===== config.mk =====
export PLATFORM = sky130hd
export DESIGN_NAME = tcs_ctrl
export DESIGN_NICKNAME = d
export VERILOG_FILES = /design/src/hw/rtl/tcs_pkg.sv /design/src/hw/rtl/tcs_ctrl.sv
export SDC_FILE = /design/constraint.sdc
export NUM_CORES = 1
export LEC_CHECK = 0
export BUFFER_PORTS_ARGS = -buffer_cell sky130_fd_sc_hd__clkbuf_2
export CAP_MARGIN = 20
export CORE_MARGIN = 2
export CORE_UTILIZATION = 53
export DETAILED_ROUTE_END_ITERATION = 7
export GPL_ROUTABILITY_DRIVEN = 0
export GPL_TIMING_DRIVEN = 0
export PLACE_DENSITY = 0.92
export SLEW_MARGIN = 20
export SYNTH_ARGS = -nofsm -noshare
export SYNTH_HDL_FRONTEND = slang
export SYNTH_SLANG_ARGS = --single-unit

===== constraint.sdc =====
create_clock -name clk -period 4.6 [get_ports clk]
set_input_delay 0.46 -clock clk [delete_from_list [all_inputs] [get_ports clk]]
set_output_delay 0.46 -clock clk [all_outputs]
set_load 0.02 [all_outputs]

===== src/hw/rtl/tcs_pkg.sv =====
// Shared types, constants and helpers for the text console cursor/scroll engine.
// Depends on nothing; imported by tcs_ctrl, the top level and the testbench.
package tcs_pkg;

    // Screen geometry
    localparam int COLUMNS   = 80;
    localparam int ROWS      = 25;
    localparam int ROW_W     = $clog2(ROWS);
    localparam int COL_W     = $clog2(COLUMNS);
    localparam int ADDR_W    = ROW_W + COL_W;
    // Each row occupies a power-of-two stride so the address is {row, col}
    localparam int MEM_DEPTH = ROWS * (1 << COL_W);
    localparam int CELL_W    = 16;

    // Character and attribute codes
    localparam logic [7:0]        NEWLINE_CODE = 8'd10;
    localparam logic [7:0]        BLANK_CODE   = 8'h20;
    localparam logic [7:0]        ERROR_ATTR   = 8'h04;
    localparam logic [7:0]        RESET_COLOR  = 8'h07;
    localparam logic [CELL_W-1:0] RESET_CELL   = 16'h0720;

    // Request and result kinds
    localparam logic REQ_WRITE   = 1'b0;
    localparam logic REQ_READ    = 1'b1;
    localparam logic KIND_ECHO   = 1'b0;
    localparam logic KIND_CELL   = 1'b1;

    typedef struct packed {
        logic       req_type;
        logic [7:0] char_code;
        logic       error_style;
        logic [4:0] read_row;
        logic [6:0] read_col;
    } req_t;

    typedef struct packed {
        logic        result_kind;
        logic [7:0]  serial_byte;
        logic [15:0] cell_word;
        logic [4:0]  cursor_row;
        logic [6:0]  cursor_col;
        logic        last;
    } res_t;

    // Cell store access from the controller
    typedef struct packed {
        logic              wr_en;
        logic [ADDR_W-1:0] wr_addr;
        logic [CELL_W-1:0] wr_data;
        logic              rd_en;
        logic [ADDR_W-1:0] rd_addr;
    } mem_req_t;

    // Map a logical row onto the rotating physical row base
    function automatic logic [ROW_W-1:0] phys_row(input logic [ROW_W-1:0] lrow,
                                                  input logic [ROW_W-1:0] top);
        logic [ROW_W:0] sum;
        sum = {1'b0, lrow} + {1'b0, top};
        if (sum >= (ROW_W+1)'(ROWS))
            sum = sum - (ROW_W+1)'(ROWS);
        return sum[ROW_W-1:0];
    endfunction

endpackage


===== src/hw/rtl/tcs_ctrl.sv =====
// Request sequencer: cursor, rotating row base, clearing sweeps and result register.
// Depends on tcs_pkg; drives the cell store through a mem_req_t bundle.
module tcs_ctrl (
    input  logic              clk,
    input  logic              rst_n,
    input  logic              start,
    output logic              busy,
    input  tcs_pkg::req_t     req,
    input  logic [7:0]        text_color,
    output tcs_pkg::mem_req_t mem,
    input  logic [15:0]       rd_data,
    output logic              result_valid,
    output tcs_pkg::res_t     result
);
    import tcs_pkg::*;

    typedef enum logic [2:0] {
        ST_INIT,
        ST_IDLE,
        ST_READ,
        ST_CLEAR,
        ST_ECHO_NL
    } state_t;

    state_t             state_reg, state_next;
    logic [ROW_W-1:0]   row_reg, row_next;
    logic [COL_W-1:0]   col_reg, col_next;
    logic [ROW_W-1:0]   top_reg, top_next;
    logic [ROW_W-1:0]   clr_row_reg, clr_row_next;
    logic [ADDR_W-1:0]  cnt_reg, cnt_next;
    logic [7:0]         attr_reg, attr_next;
    logic               inrange_reg, inrange_next;
    logic               result_valid_reg, result_valid_next;
    res_t               result_reg, result_next;

    logic               accept;
    logic [7:0]         attr;
    logic               is_nl;
    logic               wrap;
    logic               line_adv;

    function automatic res_t make_res(input logic kind, input logic [7:0] byte_v,
                                      input logic [15:0] cell_v, input logic lst,
                                      input logic [ROW_W-1:0] r,
                                      input logic [COL_W-1:0] c);
        res_t res;
        res.result_kind = kind;
        res.serial_byte = byte_v;
        res.cell_word   = cell_v;
        res.cursor_row  = 5'(r);
        res.cursor_col  = 7'(c);
        res.last        = lst;
        return res;
    endfunction

    assign accept       = start && (state_reg == ST_IDLE);
    assign busy         = (state_reg != ST_IDLE);
    assign result_valid = result_valid_reg;
    assign result       = result_reg;

    // Next-state and store access
    always_comb
    begin
        state_next        = state_reg;
        row_next          = row_reg;
        col_next          = col_reg;
        top_next          = top_reg;
        clr_row_next      = clr_row_reg;
        cnt_next          = cnt_reg;
        attr_next         = attr_reg;
        inrange_next      = inrange_reg;
        result_valid_next = 1'b0;
        result_next       = result_reg;
        mem               = '0;
        attr              = req.error_style ? ERROR_ATTR : text_color;
        is_nl             = (req.char_code == NEWLINE_CODE);
        wrap              = (({1'b0, col_reg} + (COL_W+1)'(1)) == (COL_W+1)'(COLUMNS));
        line_adv          = 1'b0;

        case (state_reg)
            ST_INIT:
            begin
                // Sweep the whole store to blank grey
                mem.wr_en   = 1'b1;
                mem.wr_addr = cnt_reg;
                mem.wr_data = RESET_CELL;
                if (cnt_reg == ADDR_W'(MEM_DEPTH - 1))
                    state_next = ST_IDLE;
                else
                    cnt_next = cnt_reg + ADDR_W'(1);
            end

            ST_IDLE:
            begin
                if (start)
                begin
                    attr_next = attr;
                    if (req.req_type == REQ_READ)
                    begin
                        // Issue the cell read
                        mem.rd_en    = 1'b1;
                        mem.rd_addr  = {phys_row(ROW_W'(req.read_row), top_reg),
                                        COL_W'(req.read_col)};
                        inrange_next = ({3'b0, req.read_row} < 8'(ROWS)) &&
                                       ({2'b0, req.read_col} < 9'(COLUMNS));
                        state_next   = ST_READ;
                    end
                    else
                    begin
                        if (!is_nl)
                        begin
                            // Store the character at the cursor
                            mem.wr_en   = 1'b1;
                            mem.wr_addr = {phys_row(row_reg, top_reg), col_reg};
                            mem.wr_data = {attr, req.char_code};
                            if (!wrap)
                                col_next = col_reg + COL_W'(1);
                        end
                        line_adv = is_nl || wrap;

                        // Advance to the next line, scrolling from the bottom row
                        if (line_adv)
                        begin
                            col_next = '0;
                            if (row_reg == ROW_W'(ROWS - 1))
                            begin
                                top_next     = (top_reg == ROW_W'(ROWS - 1)) ?
                                               '0 : top_reg + ROW_W'(1);
                                clr_row_next = top_reg;
                                cnt_next     = '0;
                                state_next   = ST_CLEAR;
                            end
                            else
                            begin
                                row_next = row_reg + ROW_W'(1);
                                if (wrap && !is_nl)
                                    state_next = ST_ECHO_NL;
                            end
                        end

                        // Echo now unless a newline waits for the row clear
                        if (!is_nl)
                        begin
                            result_valid_next = 1'b1;
                            result_next = make_res(KIND_ECHO, req.char_code, 16'h0,
                                                   !line_adv, row_next, col_next);
                        end
                        else if (state_next == ST_IDLE)
                        begin
                            result_valid_next = 1'b1;
                            result_next = make_res(KIND_ECHO, NEWLINE_CODE, 16'h0,
                                                   1'b1, row_next, col_next);
                        end
                    end
                end
            end

            ST_READ:
            begin
                // Return the cell, zero when out of range
                result_valid_next = 1'b1;
                result_next = make_res(KIND_CELL, 8'h00,
                                       inrange_reg ? rd_data : 16'h0000,
                                       1'b1, row_reg, col_reg);
                state_next = ST_IDLE;
            end

            ST_CLEAR:
            begin
                // Blank the row that has become the bottom line
                mem.wr_en   = 1'b1;
                mem.wr_addr = {clr_row_reg, cnt_reg[COL_W-1:0]};
                mem.wr_data = {attr_reg, BLANK_CODE};
                if (cnt_reg[COL_W-1:0] == COL_W'(COLUMNS - 1))
                begin
                    result_valid_next = 1'b1;
                    result_next = make_res(KIND_ECHO, NEWLINE_CODE, 16'h0,
                                           1'b1, row_reg, col_reg);
                    state_next = ST_IDLE;
                end
                else
                begin
                    cnt_next = cnt_reg + ADDR_W'(1);
                end
            end

            ST_ECHO_NL:
            begin
                // Second echo of a wrapped line
                result_valid_next = 1'b1;
                result_next = make_res(KIND_ECHO, NEWLINE_CODE, 16'h0,
                                       1'b1, row_reg, col_reg);
                state_next = ST_IDLE;
            end

            default:
            begin
                state_next = ST_IDLE;
            end
        endcase
    end

    // Hold state and registered outputs
    always_ff @(posedge clk or negedge rst_n)
    begin
        if (!rst_n)
        begin
            state_reg        <= ST_INIT;
            row_reg          <= '0;
            col_reg          <= '0;
            top_reg          <= '0;
            cnt_reg          <= '0;
            result_valid_reg <= 1'b0;
        end
        else
        begin
            state_reg        <= state_next;
            row_reg          <= row_next;
            col_reg          <= col_next;
            top_reg          <= top_next;
            cnt_reg          <= cnt_next;
            result_valid_reg <= result_valid_next;
        end
    end

    // Payload registers
    always_ff @(posedge clk)
    begin
        clr_row_reg <= clr_row_next;
        attr_reg    <= attr_next;
        inrange_reg <= inrange_next;
        result_reg  <= result_next;
    end

    // A plain character always echoes in the following cycle
    a_char_echo: assert property (@(posedge clk) disable iff (!rst_n)
        accept && (req.req_type == REQ_WRITE) && (req.char_code != NEWLINE_CODE)
        |=> result_valid_reg && (result_reg.result_kind == KIND_ECHO))
        else $error("character write gave no echo");

    // A read returns its cell through the ST_READ state and the result register
    a_read_latency: assert property (@(posedge clk) disable iff (!rst_n)
        accept && (req.req_type == REQ_READ)
        |-> ##2 result_valid_reg && (result_reg.result_kind == KIND_CELL))
        else $error("read result missing");

    // Cursor and row base stay inside the screen
    a_cursor_range: assert property (@(posedge clk) disable iff (!rst_n)
        ({1'b0, col_reg} < (COL_W+1)'(COLUMNS)) &&
        ({1'b0, row_reg} < (ROW_W+1)'(ROWS)) &&
        ({1'b0, top_reg} < (ROW_W+1)'(ROWS)))
        else $error("cursor outside screen");

    // A non-final result is always followed by more work on the same request
    a_not_last_busy: assert property (@(posedge clk) disable iff (!rst_n)
        result_valid_reg && !result_reg.last |-> busy)
        else $error("request ended without its final result");

endmodule


==> flow_summary_export.csv, run 1 <==
group,metric,value,unit
cts,numClockSinks,85,
pwr,peakVddDrop,0.3694,mV
cells_and_area,layout-drive-gt1-share,27.30,%
timing,fmax,272.0,MHz
floorplan,die_x,100.3,um
timing,setup_viol,0,
global_routing,grt_max_degree,34,
logic_synthesis,synth_edf_count,52,
pwr,p_leak,2.724,nW
routing,firstDrtPassIters,5,
cts,postCtsResizedCells,0,
cts,clkLatencyLatePin,360,ps
worst_setup_path,cp.required,4140,ps
pwr,total_power,3.212,mW
worst_setup_path,ff2ff_setup_slack,1640,ps
logic_synthesis,synth_ff_type,"edfxtp_1",
logic_synthesis,ys_seq_area_share,48.52,%
floorplan,die_area,0.01007,sq mm
worst_setup_path,cp-start-kind,"flip-flop",
logic_synthesis,ys_warn_count,0,
place,dp_hpwl,9027,um
logic_synthesis,synthDistinctLibCells,59,
cells_and_area,nets,696,
global_routing,track_usage,23.93,%
timing,holdWs,206.3,ps
run,maxCapViolations,0,
floorplan,start_util,54.01,%
floorplan,die_height,100.3,um
cts,cts-root-buf,"clkbuf_8",
logic_synthesis,synth.cell_area,0.004920,sq mm
cells_and_area,post-route-util,65.14,%
timing,finalClockSkew,14.30,ps
routing,drc_errors,0,
place,port_buffers,130,
timing,timing_worst_slew_pin_value,902.4,ps
routing,dr.first_iter.drc_count,268,
status,status,"finished, final reports clean",
logic_synthesis,syn_area_per_cell,10.19,sq um
cts,cts_tree,"built",
floorplan,rows,35,
floorplan,boundaryPins,131,
cells_and_area,largest_reg_flops,38,
cells_and_area,stdcell_area,0.005933,sq mm
timing,setup_ws,923.5,ps
global_routing,antenna_found_initial,0,
routing,avgViaCountPerCell,6.004,
timing,maxSlewViolCount,0,
timing,period_needed,3676,ps
cts,h-tree-depth,3,
timing,hold_viol_final,0,
global_routing,grt_overflow_total,0,
place,dpl.cell_count,725,
cells_and_area,area_growth,20.60,%
worst_setup_path,cp.arrival,3220,ps
cells_and_area,final_cells,741,
global_routing,grt_pass1_vias,4108,
routing,antenna_left,0,
timing,setup_tns,0,ps
logic_synthesis,ys_ff_latch,85,
timing,rsz0062_at_grt,"no",
floorplan,fp.coreArea,0.009109,sq mm
cts,cts_setup_buffers,0,
routing,routedWlPerCell,16.43,um
logic_synthesis,synthArstFlopShare,38.82,%
logic_synthesis,synthCells,483,
place,postPlaceCellArea,0.005736,sq mm
cts,clkTransAtPathRegs,90,ps
place,post-place-ws,1301,ps
cts,cts_buffer_depth,2,
timing,timing.slew.headroom,39.84,%
logic_synthesis,syn_nets,554,
worst_setup_path,crit_fanout,6,
worst_hold_path,hold_class,"in -> async",
pwr,power_density,541.4,mW/mm^2
timing,period_share,79.92,%
worst_setup_path,path_class,"reg -> out",
cts,cts_buffers,9,
routing,finalWirelength,12170,um
worst_setup_path,worst_setup_path_end_kind,"primary output",
routing,vias,4449,
cells_and_area,antenna_cells,0,
global_routing,grt_first_pass_wirelength,19200,um
cts,hold_buffers,0,
layout make-up:
class | count | area [sq um]
inverters | 19 | 73.82
clock buffers | 9 | 123.9
clock inverters | 7 | 73.82
multi-input cells | 362 | 2391
well taps | 111 | 138.9
repair buffers | 131 | 665.6
plain buffers | 17 | 78.83
flip-flops and latches | 85 | 2387
fillers | 675 | 3176
cells in the final DEF, fill, tap and decap left out, types with 3 or more instances in the layout:
cell      Yosys  routed
clkbuf_2      2     132
edfxtp_1     52      52
nor2_1       41      41
o21ai_0      37      37
nand2_1      33      33
dfrtp_1      33      33
and3_1       23      23
and2_1       22      22
ha_1         20      20
a21oi_1      20      19
nand3_1      19      19
inv_1        16      16
a22o_1       15      15
nor2b_1      13      13
clkbuf_1     10      10
nand2b_1     10      10
a22oi_1      10      10
o31ai_1      10      10
clkbuf_8      0       9
xor2_1        8       8
or4_1         7       7
mux2_2        6       6
xnor2_1       6       6
a31oi_1       5       5
buf_2         4       4
or2_2         4       4
nor3_1        4       4
nand4b_1      4       4
a211oi_1      3       3
a21o_1        3       3
and4b_1       3       3
a221o_1       3       3
mux2i_1       3       3
or3_1         3       3
logic make-up after synthesis:
kind of cell             synth area share [%]
XOR/XNOR                                2.492
AND/OR/NAND/NOR                         21.54
buffers and inverters                   3.103
multiplexers                            1.984
flip-flops                              48.52
AO/OA/AOI/OAI                           16.46
adder cells (fa/ha/maj)                 5.900
report_power, final:
group	switching, mW	internal [mW]
registers	0.130	1.09
clock network	0.292	0.253
logic	0.974	0.472
synth_stat cells (3+ instances only):
library cell | n | area (sq um)
buf_2 | 4 | 20.02
a22oi_1 | 10 | 75.07
edfxtp_1 | 52 | 1562
and3_1 | 23 | 143.9
nor3_1 | 4 | 20.02
nor2_1 | 41 | 153.9
xor2_1 | 8 | 70.07
a22o_1 | 15 | 131.4
or3_1 | 3 | 18.77
nand2b_1 | 10 | 62.56
dfrtp_1 | 33 | 825.8
a21o_1 | 3 | 22.52
a221o_1 | 3 | 30.03
clkbuf_1 | 10 | 37.54
xnor2_1 | 6 | 52.55
mux2i_1 | 3 | 30.03
or4_1 | 7 | 52.55
nand2_1 | 33 | 123.9
o21ai_0 | 37 | 185.2
a211oi_1 | 3 | 22.52
a31oi_1 | 5 | 31.28
or2_2 | 4 | 25.02
ha_1 | 20 | 250.2
nor2b_1 | 13 | 81.33
mux2_2 | 6 | 67.56
nand4b_1 | 4 | 35.03
and4b_1 | 3 | 30.03
nand3_1 | 19 | 95.09
inv_1 | 16 | 60.06
a21oi_1 | 20 | 100.1
and2_1 | 22 | 137.6
o31ai_1 | 10 | 75.07
path summary, 6_finish.rpt:
| check | start | endpoint | cells past startpoint |
|---|---|---|---|
| min in group clk | text_color[2] | attr_reg[2] | 2 |
| hold / removal | rst_n | cnt_reg[6] | 1 |
| hold reg to reg | cnt_reg[0] | cnt_reg[0] | 1 |
| setup reg to reg | cnt_reg[0] | result[22] | 6 |
| setup / recovery | row_reg[0] | mem[36] | 10 |
| max in group asynchronous | rst_n | col_reg[4] | 1 |
worst max-delay path, cell delays in order, from the launching register on:
cell and delay (ps):
dfrtp_1 480, ha_1 210, inv_1 50, fa_1 550
ha_1 190, nand2_1 80, or2_2 290, a31oi_1 410
xnor2_1 160, o21ai_0 230, clkbuf_2 210
per-layer routing:
layer / vias up / track usage [%] / wire length (um)
met2: 237 / 40.78 / 6149
li1: 2074 / - / -
met5: - / 0 / 0
met3: 17 / 3.969 / 1052
met4: 0 / 8.957 / 217
met1: 2121 / 30.73 / 4752
Power figures use the tool's default switching activity.
==> run 2: changes to the inputs <==
clock period = 3.71 ns   (was 4.6 ns; I/O delays follow)
==> run 2 against run 1 <==
  * Register-to-register slack worse by 890 ps
  * Via count hardly changed
  * Sequential share of layout area hardly changed
  * Utilization is 0.069 points higher
  * Clock power is 24% higher
  * Critical endpoint is now mem[37]
  * Global-route usage stayed put
==> flow_summary_export.csv, run 2 (synthesis results as in run 1) <==
group,metric,value,unit
routing,drc_errors,0,
routing,dr.first_iter.drc_count,327,
timing,timing_worst_slew_pin_value,912.6,ps
worst_setup_path,slowest_stage,"fa_1",
cts,cts_tree,"built",
cells_and_area,area_growth,20.73,%
timing,maxSlewViolCount,0,
global_routing,grt_overflow_total,0,
cells_and_area,layout_common_cells,"132 x clkbuf_2, 52 x edfxtp_1, 41 x nor2_1, 37 x o21ai_0",
floorplan,die_height,100.3,um
routing,vias,4446,
timing,setup_viol,0,
worst_setup_path,path_class,"reg -> out",
floorplan,die_area,0.01007,sq mm
cts,clkTransAtPathRegs,90,ps
run,maxCapViolations,0,
timing,setup_ws,188.9,ps
floorplan,boundaryPins,131,
cts,cts_buffer_depth,2,
cts,cts_buffers,9,
status,status,"finished, final reports clean",
cells_and_area,final_common_cell,"clkbuf_2",
cts,numClockSinks,85,
place,dp_hpwl,9027,um
floorplan,fp.coreArea,0.009109,sq mm
timing,period_share,94.91,%
floorplan,rows,35,
worst_setup_path,worst_setup_path_end_kind,"primary output",
worst_setup_path,crit_fanout,6,
global_routing,track_usage,23.93,%
routing,finalWirelength,12270,um
worst_setup_path,cp.arrival,3150,ps
routing,antenna_left,0,
global_routing,grt_first_pass_wirelength,19200,um
worst_setup_path,path_delay_family,"adder cells",
timing,period_needed,3521,ps
floorplan,die_x,100.3,um
worst_setup_path,cp.required,3340,ps
pwr,peakVddDrop,0.4570,mV
timing,finalClockSkew,15.73,ps
cells_and_area,largest_reg_flops,38,
floorplan,start_util,54.01,%
place,port_buffers,130,
routing,avgViaCountPerCell,6.000,
routing,routedWlPerCell,16.56,um
timing,hold_viol_final,0,
cts,cts-root-buf,"clkbuf_8",
pwr,p_leak,2.724,nW
cts,clkLatencyLatePin,370,ps
cells_and_area,post-route-util,65.21,%
cells_and_area,layout-drive-gt1-share,27.46,%
worst_setup_path,cpMostUsedCell,"ha_1",
worst_setup_path,max_stage_delay,550,ps
global_routing,grt_pass1_vias,4108,
pwr,power_density,670.0,mW/mm^2
cts,h-tree-depth,3,
worst_setup_path,r2r.worst_path.cells,6,
worst_setup_path,path_buf_inv,2,
cells_and_area,antenna_cells,0,
place,post-place-ws,500.3,ps
cells_and_area,nets,696,
worst_setup_path,cp-start-kind,"flip-flop",
worst_hold_path,hold_class,"in -> async",
global_routing,antenna_found_initial,0,
routing,firstDrtPassIters,6,
worst_setup_path,crit_chain,"ha_1, inv_1, fa_1, ha_1, nand2_1, or2_2, a31oi_2, mux2i_1, o21ai_0, clkbuf_2",
global_routing,grt_max_degree,34,
timing,timing.slew.headroom,39.16,%
worst_setup_path,worst-path-stages,10,
timing,fmax,284.0,MHz
-- run 2: cell count changes in the layout (fill, tap and decap cells not counted) --
cell	before	now
a31oi_1	5	4
a31oi_2	0	1
-- run 2: power by group --
part           internal, mW  total [mW]  switching (mW)  leakage (nW)
clock network         0.314       0.675           0.361        0.0996
logic                 0.585        1.79            1.21          1.70
registers              1.35        1.51           0.160         0.928
-- run 2: routing by layer --
layer,vias to the layer above,share of wire (%),global-route usage [%]
met5,-,0,0
met4,0,1.9,8.957
met3,20,7.7,3.969
met2,222,51,40.78
met1,2129,40,30.73
li1,2075,-,-
-- run 2: per-stage QoR --
stage	total power, mW	hold slack, ps	setup TNS [ps]	std cells	cell area, sq um
floorplan	2.698	75.41	0	483	4920
global placement	3.228	512.7	-26790	724	5709
detailed placement	3.300	528.2	0	725	5736
CTS	3.973	138.2	0	741	5933
global route	4.185	181.8	-13.53	741	5939
finish	3.980	117.6	0	741	5939
-- run 2: layout make-up --
cell class | instances | area [sq um]
well taps | 111 | 138.9
multi-input cells | 362 | 2397
repair buffers | 131 | 665.6
plain buffers | 17 | 78.83
inverters | 19 | 73.82
clock buffers | 9 | 123.9
clock inverters | 7 | 73.82
flip-flops and latches | 85 | 2387
fillers | 674 | 3169
-- run 2: final timing paths --
kind | slack, ps | end | startpoint
setup reg to reg | 750 | result[22] | cnt_reg[0]
min in group clk | 300 | attr_reg[2] | text_color[2]
hold reg to reg | 560 | cnt_reg[0] | cnt_reg[0]
hold / removal | 120 | cnt_reg[5] | rst_n
setup / recovery | 190 | mem[37] | row_reg[0]
max in group asynchronous | 3010 | col_reg[4] | rst_n
-- run 2: what timing repair did --
item | 4_1_cts | 5_1_grt
endpoints found under the setup margin | 0 | 2
hold endpoints to repair | 0 | 0
hold buffers | 0 | 0
setup buffers | 0 | 0
gates resized for setup | 0 | 1
-- run 2: worst reg2reg max path, stage by stage, from the launching register on --
cell and delay (ps):
dfrtp_1 420, ha_1 240, nand3_1 220, nor4b_1 580, o21ai_0 300, a21oi_4 620
buf_8 260
